## src/hdl/mtep_pkg.sv

```systemverilog
// shared types, status codes and helpers of the midi track event parser
package mtep_pkg;

    localparam int TickWidth = 63;
    localparam int VlqWidth  = 28;

    localparam logic [7:0] StSysex        = 8'hF0;
    localparam logic [7:0] StQuarterFrame = 8'hF1;
    localparam logic [7:0] StSongPosition = 8'hF2;
    localparam logic [7:0] StSongSelect   = 8'hF3;
    localparam logic [7:0] StSysexEscape  = 8'hF7;
    localparam logic [7:0] StMeta         = 8'hFF;
    localparam logic [7:0] StNone         = 8'h00;
    localparam logic [3:0] KindProgram    = 4'hC;
    localparam logic [3:0] KindPressure   = 4'hD;
    localparam logic [3:0] KindSystem     = 4'hF;
    localparam logic [2:0] VlqMaxBytes    = 3'd4;

    localparam logic [TickWidth-1:0] TickMax = {TickWidth{1'b1}};

    typedef struct packed {
        logic [7:0] byte_value;
        logic       last_byte;
    } in_item_t;

    typedef struct packed {
        logic [TickWidth-1:0] event_tick;
        logic [7:0]           status_byte;
        logic [7:0]           first_data;
        logic [7:0]           second_data;
        logic                 end_marker;
        logic                 stopped_early;
    } out_item_t;

    // number of data bytes that follow a status byte
    function automatic logic [1:0] data_count(input logic [7:0] st);
        logic [1:0] n;
        if (st[7:4] == KindSystem) begin
            if (st == StQuarterFrame || st == StSongSelect) begin
                n = 2'd1;
            end
            else if (st == StSongPosition) begin
                n = 2'd2;
            end
            else begin
                n = 2'd0;
            end
        end
        else if (st[7:4] == KindProgram || st[7:4] == KindPressure) begin
            n = 2'd1;
        end
        else begin
            n = 2'd2;
        end
        return n;
    endfunction

endpackage

```

## src/hdl/mtep_chan_if.sv

```systemverilog
// valid/ready channel carrying one item of a given payload type
interface mtep_chan_if #(
    parameter type payload_t = logic
) ();
    logic     valid;
    logic     ready;
    payload_t payload;

    modport source (output valid, output payload, input ready);
    modport sink (input valid, input payload, output ready);
endinterface

```

## src/hdl/midi_track_event_parser_top.sv

```systemverilog
// midi track event parser: bytes of one track chunk in, decoded events out
//
// Takes one chunk byte per cycle while the event output is not stalled, with
// last_byte set on the final byte. A byte is captured in an input register and
// decoded from there into at most two results (the event it completes, then the
// end marker on the final byte), which go into a three-entry result queue.
// Results leave at one per cycle while the sink is ready, so a byte is taken
// whenever the queue holds at most one result; a byte that yields both an event
// and the end marker holds back the next byte. With an empty queue a result
// reaches the output through the input register and then the queue.
// Delta times add into a 63-bit tick that saturates; a malformed or truncated
// event stops decoding until the final byte, whose end marker then carries
// stopped_early.
module midi_track_event_parser_top
    import mtep_pkg::*;
(
    input logic         clk,
    input logic         rst_n,
    mtep_chan_if.sink   byte_chan,
    mtep_chan_if.source event_chan
);

    typedef enum logic [3:0] {
        PH_DELTA,
        PH_STATUS,
        PH_METATYPE,
        PH_LENGTH,
        PH_SKIP,
        PH_DATA
    } phase_t;

    localparam int QueueDepth = 3;

    // input register
    logic       stage_valid_reg, stage_valid_next;
    logic [7:0] stage_byte_reg, stage_byte_next;
    logic       stage_last_reg, stage_last_next;

    // parser state
    logic [TickWidth-1:0] tick_reg, tick_next;
    logic [7:0]           run_status_reg, run_status_next;
    phase_t               phase_reg, phase_next;
    logic [VlqWidth-1:0]  vlq_acc_reg, vlq_acc_next;
    logic [2:0]           vlq_cnt_reg, vlq_cnt_next;
    logic [VlqWidth-1:0]  skip_reg, skip_next;
    logic [7:0]           held_status_reg, held_status_next;
    logic [7:0]           held_first_reg, held_first_next;
    logic [1:0]           data_needed_reg, data_needed_next;
    logic                 halted_reg, halted_next;

    // result queue, head at entry 0
    out_item_t  q_reg [QueueDepth];
    out_item_t  q_next [QueueDepth];
    out_item_t  q_shift [QueueDepth];
    logic [1:0] cnt_reg, cnt_next;

    logic       consume;
    logic       pop;
    logic [1:0] base;
    logic [1:0] push_n;
    out_item_t  push_a;
    out_item_t  push_b;

    logic                ev;
    out_item_t           ev_item;
    out_item_t           end_item;
    logic [7:0]          b;
    logic [VlqWidth-1:0] vlq_sum;
    logic [2:0]          vlq_cnt_inc;
    logic [TickWidth:0]  tick_sum;
    logic [1:0]          w;

    assign consume         = stage_valid_reg && (cnt_reg <= 2'd1);
    assign byte_chan.ready = !stage_valid_reg || consume;
    assign pop             = event_chan.valid && event_chan.ready;
    assign event_chan.valid   = (cnt_reg != 2'd0);
    assign event_chan.payload = q_reg[0];

    always_comb
    begin
        stage_valid_next = stage_valid_reg;
        stage_byte_next  = stage_byte_reg;
        stage_last_next  = stage_last_reg;
        if (byte_chan.valid && byte_chan.ready) begin
            stage_valid_next = 1'b1;
            stage_byte_next  = byte_chan.payload.byte_value;
            stage_last_next  = byte_chan.payload.last_byte;
        end
        else if (consume) begin
            stage_valid_next = 1'b0;
        end
    end

    // decode of the byte held in the input register
    always_comb
    begin
        b                = stage_byte_reg;
        tick_next        = tick_reg;
        run_status_next  = run_status_reg;
        phase_next       = phase_reg;
        vlq_acc_next     = vlq_acc_reg;
        vlq_cnt_next     = vlq_cnt_reg;
        skip_next        = skip_reg;
        held_status_next = held_status_reg;
        held_first_next  = held_first_reg;
        data_needed_next = data_needed_reg;
        halted_next      = halted_reg;
        ev               = 1'b0;
        ev_item          = '0;
        end_item         = '0;
        vlq_sum     = {vlq_acc_reg[VlqWidth-8:0], b[6:0]};
        vlq_cnt_inc = vlq_cnt_reg + 3'd1;
        tick_sum    = {1'b0, tick_reg} + {{(TickWidth+1-VlqWidth){1'b0}}, vlq_sum};
        w           = data_count(held_status_reg);

        if (!halted_reg) begin
            case (phase_reg)
                PH_DELTA:
                begin
                    vlq_acc_next = vlq_sum;
                    vlq_cnt_next = vlq_cnt_inc;
                    if (!b[7]) begin
                        tick_next    = tick_sum[TickWidth] ? TickMax : tick_sum[TickWidth-1:0];
                        vlq_acc_next = '0;
                        vlq_cnt_next = '0;
                        phase_next   = PH_STATUS;
                    end
                    else if (vlq_cnt_inc >= VlqMaxBytes) begin
                        halted_next = 1'b1;
                    end
                end
                PH_STATUS:
                begin
                    if (!b[7]) begin
                        // data byte: running status
                        if (run_status_reg == StNone) begin
                            halted_next = 1'b1;
                        end
                        else begin
                            held_status_next = run_status_reg;
                            if (data_count(run_status_reg) == 2'd1) begin
                                ev                  = 1'b1;
                                ev_item.status_byte = run_status_reg;
                                ev_item.first_data  = b;
                                phase_next          = PH_DELTA;
                            end
                            else begin
                                held_first_next  = b;
                                data_needed_next = 2'd1;
                                phase_next       = PH_DATA;
                            end
                        end
                    end
                    else begin
                        if (b[7:4] != KindSystem) begin
                            run_status_next = b;
                        end
                        held_status_next = b;
                        held_first_next  = '0;
                        if (b == StMeta) begin
                            phase_next = PH_METATYPE;
                        end
                        else if (b inside {StSysex, StSysexEscape}) begin
                            phase_next = PH_LENGTH;
                        end
                        else if (data_count(b) == 2'd0) begin
                            ev                  = 1'b1;
                            ev_item.status_byte = b;
                            phase_next          = PH_DELTA;
                        end
                        else begin
                            data_needed_next = data_count(b);
                            phase_next       = PH_DATA;
                        end
                    end
                end
                PH_METATYPE:
                begin
                    held_first_next = b;
                    phase_next      = PH_LENGTH;
                end
                PH_LENGTH:
                begin
                    vlq_acc_next = vlq_sum;
                    vlq_cnt_next = vlq_cnt_inc;
                    if (!b[7]) begin
                        skip_next    = vlq_sum;
                        vlq_acc_next = '0;
                        vlq_cnt_next = '0;
                        if (vlq_sum == '0) begin
                            ev                  = 1'b1;
                            ev_item.status_byte = held_status_reg;
                            ev_item.first_data  = held_first_reg;
                            phase_next          = PH_DELTA;
                        end
                        else begin
                            phase_next = PH_SKIP;
                        end
                    end
                    else if (vlq_cnt_inc >= VlqMaxBytes) begin
                        halted_next = 1'b1;
                    end
                end
                PH_SKIP:
                begin
                    skip_next = skip_reg - VlqWidth'(1);
                    if (skip_reg == VlqWidth'(1)) begin
                        ev                  = 1'b1;
                        ev_item.status_byte = held_status_reg;
                        ev_item.first_data  = held_first_reg;
                        phase_next          = PH_DELTA;
                    end
                end
                PH_DATA:
                begin
                    if (w == 2'd2 && data_needed_reg == 2'd2) begin
                        held_first_next  = b;
                        data_needed_next = 2'd1;
                    end
                    else begin
                        ev                  = 1'b1;
                        ev_item.status_byte = held_status_reg;
                        if (w == 2'd2) begin
                            ev_item.first_data  = held_first_reg;
                            ev_item.second_data = b;
                        end
                        else begin
                            ev_item.first_data = b;
                        end
                        data_needed_next = '0;
                        phase_next       = PH_DELTA;
                    end
                end
                default:
                begin
                    halted_next = 1'b1;
                end
            endcase
        end

        ev_item.event_tick     = tick_next;
        end_item.event_tick    = tick_next;
        end_item.end_marker    = 1'b1;
        end_item.stopped_early = halted_next || (phase_next != PH_DELTA) ||
                                 (vlq_cnt_next != 3'd0);

        if (stage_last_reg) begin
            tick_next        = '0;
            run_status_next  = StNone;
            phase_next       = PH_DELTA;
            vlq_acc_next     = '0;
            vlq_cnt_next     = '0;
            skip_next        = '0;
            held_status_next = '0;
            held_first_next  = '0;
            data_needed_next = '0;
            halted_next      = 1'b0;
        end
    end

    // result queue update
    always_comb
    begin
        push_a = ev ? ev_item : end_item;
        push_b = end_item;
        push_n = '0;
        if (consume) begin
            push_n = {1'b0, ev} + {1'b0, stage_last_reg};
        end
        base = cnt_reg - {1'b0, pop};

        q_shift[0] = pop ? q_reg[1] : q_reg[0];
        q_shift[1] = pop ? q_reg[2] : q_reg[1];
        q_shift[2] = q_reg[2];

        for (int i = 0; i < QueueDepth; i++) begin
            q_next[i] = q_shift[i];
            if (push_n != 2'd0 && base == 2'(i)) begin
                q_next[i] = push_a;
            end
            if (push_n == 2'd2 && (base + 2'd1) == 2'(i)) begin
                q_next[i] = push_b;
            end
        end
        cnt_next = base + push_n;
    end

    always_ff @(posedge clk or negedge rst_n)
    begin
        if (!rst_n) begin
            stage_valid_reg <= 1'b0;
            cnt_reg         <= '0;
            tick_reg        <= '0;
            run_status_reg  <= StNone;
            phase_reg       <= PH_DELTA;
            vlq_acc_reg     <= '0;
            vlq_cnt_reg     <= '0;
            skip_reg        <= '0;
            held_status_reg <= '0;
            held_first_reg  <= '0;
            data_needed_reg <= '0;
            halted_reg      <= 1'b0;
        end
        else begin
            stage_valid_reg <= stage_valid_next;
            cnt_reg         <= cnt_next;
            if (consume) begin
                tick_reg        <= tick_next;
                run_status_reg  <= run_status_next;
                phase_reg       <= phase_next;
                vlq_acc_reg     <= vlq_acc_next;
                vlq_cnt_reg     <= vlq_cnt_next;
                skip_reg        <= skip_next;
                held_status_reg <= held_status_next;
                held_first_reg  <= held_first_next;
                data_needed_reg <= data_needed_next;
                halted_reg      <= halted_next;
            end
        end
    end

    always_ff @(posedge clk)
    begin
        stage_byte_reg <= stage_byte_next;
        stage_last_reg <= stage_last_next;
        for (int i = 0; i < QueueDepth; i++) begin
            q_reg[i] <= q_next[i];
        end
    end

    a_reset_after_last: assert property (@(posedge clk) disable iff (!rst_n)
        consume && stage_last_reg |=>
            phase_reg == PH_DELTA && !halted_reg && tick_reg == '0 && vlq_cnt_reg == 3'd0)
        else $error("parser state not cleared after final byte");

    a_early_only_on_end: assert property (@(posedge clk) disable iff (!rst_n)
        event_chan.valid && event_chan.payload.stopped_early |-> event_chan.payload.end_marker)
        else $error("stopped_early set on an ordinary event");

    a_end_marker_clean: assert property (@(posedge clk) disable iff (!rst_n)
        event_chan.valid && event_chan.payload.end_marker |->
            event_chan.payload.status_byte == StNone && event_chan.payload.first_data == 8'h00)
        else $error("end marker carries event fields");

    a_halted_silent: assert property (@(posedge clk) disable iff (!rst_n)
        consume && halted_reg && !stage_last_reg |=> cnt_reg == $past(cnt_reg) - $past({1'b0, pop}))
        else $error("result produced while stopped");

endmodule

```

## src/flat_wrapper.sv

```systemverilog
// flat-port wrapper written by rule: the top's interface ports become plain ports
module midi_track_event_parser_top_flat import mtep_pkg::*;
  (clk, rst_n, byte_chan_valid, byte_chan_payload, byte_chan_ready, event_chan_valid, event_chan_payload, event_chan_ready);
  mtep_chan_if #(.payload_t(in_item_t)) byte_chan_i ();
  mtep_chan_if #(.payload_t(out_item_t)) event_chan_i ();
  input logic clk;
  input logic rst_n;
  input wire logic [$bits(byte_chan_i.valid)-1:0] byte_chan_valid;
  input wire logic [$bits(byte_chan_i.payload)-1:0] byte_chan_payload;
  output wire logic [$bits(byte_chan_i.ready)-1:0] byte_chan_ready;
  output wire logic [$bits(event_chan_i.valid)-1:0] event_chan_valid;
  output wire logic [$bits(event_chan_i.payload)-1:0] event_chan_payload;
  input wire logic [$bits(event_chan_i.ready)-1:0] event_chan_ready;
  assign byte_chan_i.valid = byte_chan_valid;
  assign byte_chan_i.payload = byte_chan_payload;
  assign byte_chan_ready = byte_chan_i.ready;
  assign event_chan_valid = event_chan_i.valid;
  assign event_chan_payload = event_chan_i.payload;
  assign event_chan_i.ready = event_chan_ready;
  midi_track_event_parser_top u_core (.clk(clk), .rst_n(rst_n), .byte_chan(byte_chan_i), .event_chan(event_chan_i));
endmodule
```

## config.mk

```make
export PLATFORM = sky130hd
export DESIGN_NAME = midi_track_event_parser_top_flat
export DESIGN_NICKNAME = d
export VERILOG_FILES = /design/src/hdl/mtep_pkg.sv /design/src/hdl/mtep_chan_if.sv /design/src/hdl/midi_track_event_parser_top.sv /design/src/flat_wrapper.sv
export SDC_FILE = /design/constraint.sdc
export NUM_CORES = 1
export LEC_CHECK = 0
export ABC_AREA = 1
export BUFFER_PORTS_ARGS = -buffer_cell sky130_fd_sc_hd__clkbuf_2
export CAP_MARGIN = 20
export CORE_MARGIN = 8
export CORE_UTILIZATION = 40
export DETAILED_ROUTE_END_ITERATION = 7
export SETUP_SLACK_MARGIN = 0.05
export SLEW_MARGIN = 20
export SYNTH_ARGS = -nofsm -noshare
export SYNTH_HDL_FRONTEND = slang
export SYNTH_SLANG_ARGS = --single-unit
```

## constraint.sdc

```tcl
create_clock -name clk -period 8.51 [get_ports clk]
set_clock_uncertainty 0.1 [all_clocks]
set_input_delay 1.2765 -clock clk [delete_from_list [all_inputs] [get_ports clk]]
set_output_delay 1.2765 -clock clk [all_outputs]
set_load 0.1 [all_outputs]
```

==> results.sh <==
export IMPL_track_usage_pct=18.55
export IMPL_finalCoreUtilization_pct=44.05
export IMPL_viasPerCell=5.087
export IMPL_cts_max_path_buffers=3
export IMPL_dp_hpwl_um=45790
export IMPL_status="complete, no violations"
export IMPL_synth_seq_area_share_pct=47.46
export IMPL_crit_family="buffers and inverters"
export IMPL_clock_latency_ns=0.60
export IMPL_crit_path_max_incr_delay_ns=0.63
export IMPL_cts_htree_levels=2
export IMPL_fin_crit_sh_pct=63.24
export IMPL_r2r_start="u_core.phase_reg[2]$_DFFE_PN0P_"
export IMPL_ios=104
export IMPL_cts_tree="yes"
export IMPL_reg2reg_depth=22
export IMPL_setup_viol=0
export IMPL_endpoint_kind="register"
export IMPL_drt_total_wl_um=63260
export IMPL_layout_drive_gt1_share_pct=9.347
export IMPL_crit_required_ns=8.73
export IMPL_largest_reg_flops=267
export IMPL_relSlewSlack_pct=30.29
export IMPL_n_antenna_cell=0
export IMPL_syn_area_per_cell_um2=7.645
export IMPL_ctsResizeCount=0
export IMPL_drc=0
export IMPL_drv_cap=0
export IMPL_nets=3134
export IMPL_path_buf_inv=9
export IMPL_crit_fanout=92
export IMPL_hold_path_startpoint="u_core.q_reg[0][12]$_SDFFE_PP0P_"
export IMPL_post_route_min_period_ns=5.382
export IMPL_grt_pass1_vias=18670
export IMPL_hold_path_end="u_core.q_reg[0][12]$_SDFFE_PP0P_"
export IMPL_r2r_end="u_core.q_reg[0][136]$_DFFE_PP_"
export IMPL_tns_ns=0
export IMPL_slowest_stage="buf_4"
export IMPL_io_buffers=103
export IMPL_layout_setup_ws_ns=3.128
export IMPL_pwr_share_clk_pct=21.8
export IMPL_peakVddDrop_v=0.0002451
export IMPL_crit_chain="inv_1 -> nor2_1 -> nand2_1 -> buf_4 -> inv_1 -> nand2_1 -> nand3_1 -> inv_1 -> nand2_1 -> nand2_1 -> inv_1 -> ha_1 -> inv_1 -> nor2_1 -> nor2_4 -> nor3_4 -> buf_4 -> nor2_4 -> buf_4 -> inv_2 -> nand3_1 -> nand2_1"
export IMPL_yosys_area_share_simple_pct=29.51
export IMPL_ctsHoldBuffers=0
export IMPL_antenna_found_initial=0
export IMPL_tightest_slew_ns=1.044
export IMPL_cts_made_buffers=47
export IMPL_pre_cts_ws_ns=3.070
export IMPL_post_cts_buffers=0
export IMPL_rsz0062_at_grt="no"
export IMPL_power_density_nw_per_um2=359.9
export IMPL_hold_class="register to register"
export IMPL_fillCellCount=5926
export IMPL_p_leak_nw=11.84
export IMPL_first_pass_iters=6
export IMPL_design_core_area_um2=58800
export IMPL_synth_area_um2=23740
export IMPL_cts_sinks=425
export IMPL_cp_start_kind="register"
export IMPL_clkSlewWorstSetupHoldPaths_ns=0.06
export IMPL_grt_overflow=0
export IMPL_combPwrFrac_pct=44.1
export IMPL_syn_num_nets=3153
export IMPL_gp_congestion=0.9415
export IMPL_yosys_warnings=0
export IMPL_reg2reg_slack_ns=3.13
export IMPL_seqPwrFrac_pct=34.1
export IMPL_num_vias=19820
export IMPL_worst_setup_path_type="register to register"
export IMPL_ys_seq_elements=425
export IMPL_ys_types=51
export IMPL_arrival_ns=5.61
export IMPL_clock_fmax_mhz=185.8
export IMPL_p_sw_mw=4.397
export IMPL_cts_root_buf="clkbuf_16"
export IMPL_synthMuxAreaShare_pct=0
export IMPL_drv_slew=0
export IMPL_die_area_um2=67390
export IMPL_synth_xor_area_share_pct=1.218
export IMPL_grt_max_degree=93
export IMPL_ant_nets=0
export IMPL_synth_compound_area_share_pct=9.831
export IMPL_holdPathStages=2
export IMPL_initial_utilization_pct=40.37
export IMPL_synth_fa_ha_area_share_pct=1.877
export IMPL_wl_per_cell_um=16.23
export IMPL_hold_violations=0
export IMPL_fp_dieW_um=259.6
export IMPL_grt_pass1_wl_um=102000
export IMPL_synth_top_family_by_area="simple AND/OR/NAND/NOR gates"
export IMPL_drt_iter0_drc=1522
export IMPL_die_y_um=259.6
export IMPL_p_int_mw=4.924
export IMPL_placementRows=89
export IMPL_area_growth_pct=9.103
export IMPL_syn_inst=3105
export IMPL_p_sw_share_pct=47.17
kinds of logic after synthesis:
family / count (synthesis)
simple gates: 1657
buf+inv: 530
compound gates: 425
flops: 425
fa+ha+maj: 35
xor+xnor: 33
cell usage in the layout, fill, tap and decap left out, types with 14 or more instances in the layout:
master | netlist | layout
o21ai_0 | 172 | 172
dfxtp_1 | 75 | 75
o21ai_1 | 37 | 37
nand2_1 | 1041 | 1041
inv_1 | 316 | 314
buf_4 | 91 | 23
nor2_1 | 243 | 240
a21oi_1 | 119 | 117
dfrtp_1 | 149 | 149
inv_2 | 18 | 19
nand4_1 | 49 | 49
ha_1 | 34 | 34
xor2_1 | 16 | 16
nand3_2 | 14 | 14
clkbuf_2 | 0 | 102
xnor2_1 | 17 | 17
nor3_1 | 39 | 39
o22ai_1 | 50 | 50
edfxtp_1 | 201 | 201
clkbuf_16 | 0 | 52
nand3_1 | 202 | 202
power groups by stage:
stage / clock network [mW] / logic (mW) / registers (mW)
global placement: 0 / 4.11 / 3.21
finish: 2.04 / 4.11 / 3.17
floorplan: 0 / 3.46 / 3.09
CTS: 2.09 / 4.14 / 3.17
detailed placement: 0 / 4.13 / 3.21
global route: 2.17 / 4.50 / 3.24
stage by stage:
stage	power, mW	cells	area [um^2]	hold WS (ns)
global route	9.904	3897	25900	0.3695
detailed placement	7.338	3810	24340	0.3382
CTS	9.405	3897	25900	0.3515
finish	9.321	3897	25900	0.3480
floorplan	6.555	3105	23740	0.3209
global placement	7.321	3810	24340	0.3387
synthesized netlist by cell type (all sizes together):
cell / number / area [um^2]
edfxtp: 201 / 6036
ha: 34 / 425.4
xnor2: 17 / 148.9
nor4: 10 / 68.81
fa: 1 / 20.02
nand3: 217 / 1169
nor2: 259 / 1037
nor3: 46 / 284.0
or2: 12 / 75.08
dfrtp: 149 / 3729
o21ai: 209 / 1046
a32o: 7 / 70.07
a211oi: 1 / 7.510
xor2: 16 / 140.1
o21bai: 10 / 86.33
nand4: 49 / 306.5
o211ai: 7 / 52.55
a31oi: 8 / 50.05
o311ai: 1 / 8.760
buf: 132 / 904.6
nand3b: 6 / 45.04
and2: 7 / 43.79
a22o: 2 / 17.52
a22oi: 1 / 7.510
o31ai: 2 / 15.01
nand2: 1051 / 3975
a21oi: 121 / 613.1
o22ai: 50 / 312.8
inv: 334 / 1254
o2111ai: 1 / 8.760
o21a: 4 / 30.03
a21o: 1 / 7.510
dfxtp: 75 / 1501
clkbuf: 64 / 240.2
worst max path at each step:
stage / startpoint / endpoint / slack, ns / depth (start not counted)
finish: u_core.phase_reg[2]$_DFFE_PN0P_ / u_core.q_reg[0][136]$_DFFE_PP_ / 3.13 / 22
global placement: u_core.phase_reg[2]$_DFFE_PN0P_ / u_core.q_reg[0][136]$_DFFE_PP_ / 3.20 / 22
floorplan: event_chan_ready / u_core.q_reg[0][0]$_DFFE_PP_ / 3.69 / 13
detailed placement: u_core.phase_reg[2]$_DFFE_PN0P_ / u_core.q_reg[0][136]$_DFFE_PP_ / 3.07 / 22
global route: u_core.phase_reg[2]$_DFFE_PN0P_ / u_core.q_reg[0][136]$_DFFE_PP_ / 2.56 / 22
CTS: u_core.phase_reg[2]$_DFFE_PN0P_ / u_core.q_reg[0][136]$_DFFE_PP_ / 3.04 / 22
cell type report:
type                    instances  area, um^2  area share [%]
inverters                     334        1256           4.851
well taps                     773       967.2           3.735
clock buffers                  71        1453           5.609
clock inverters                16       108.9          0.4203
flip-flops and latches        425       11270           43.50
multi-input cells            2150       10110           39.05
repair buffers                128       734.5           2.836
layer usage:
layer	track usage [%]	up-vias	part of all wire [%]
met4	6.432	0	3.2
met2	30.29	515	46
met5	0	-	0
li1	-	10030	-
met1	24.59	9169	45
met3	3.421	107	5.5
worst min-delay path: stages, from the launching register on:
cell and delay, ns:
dfxtp_1 0.31, nand2_1 0.06, nand2_1 0.04
No activity file was read; power rests on OpenSTA's default activity.
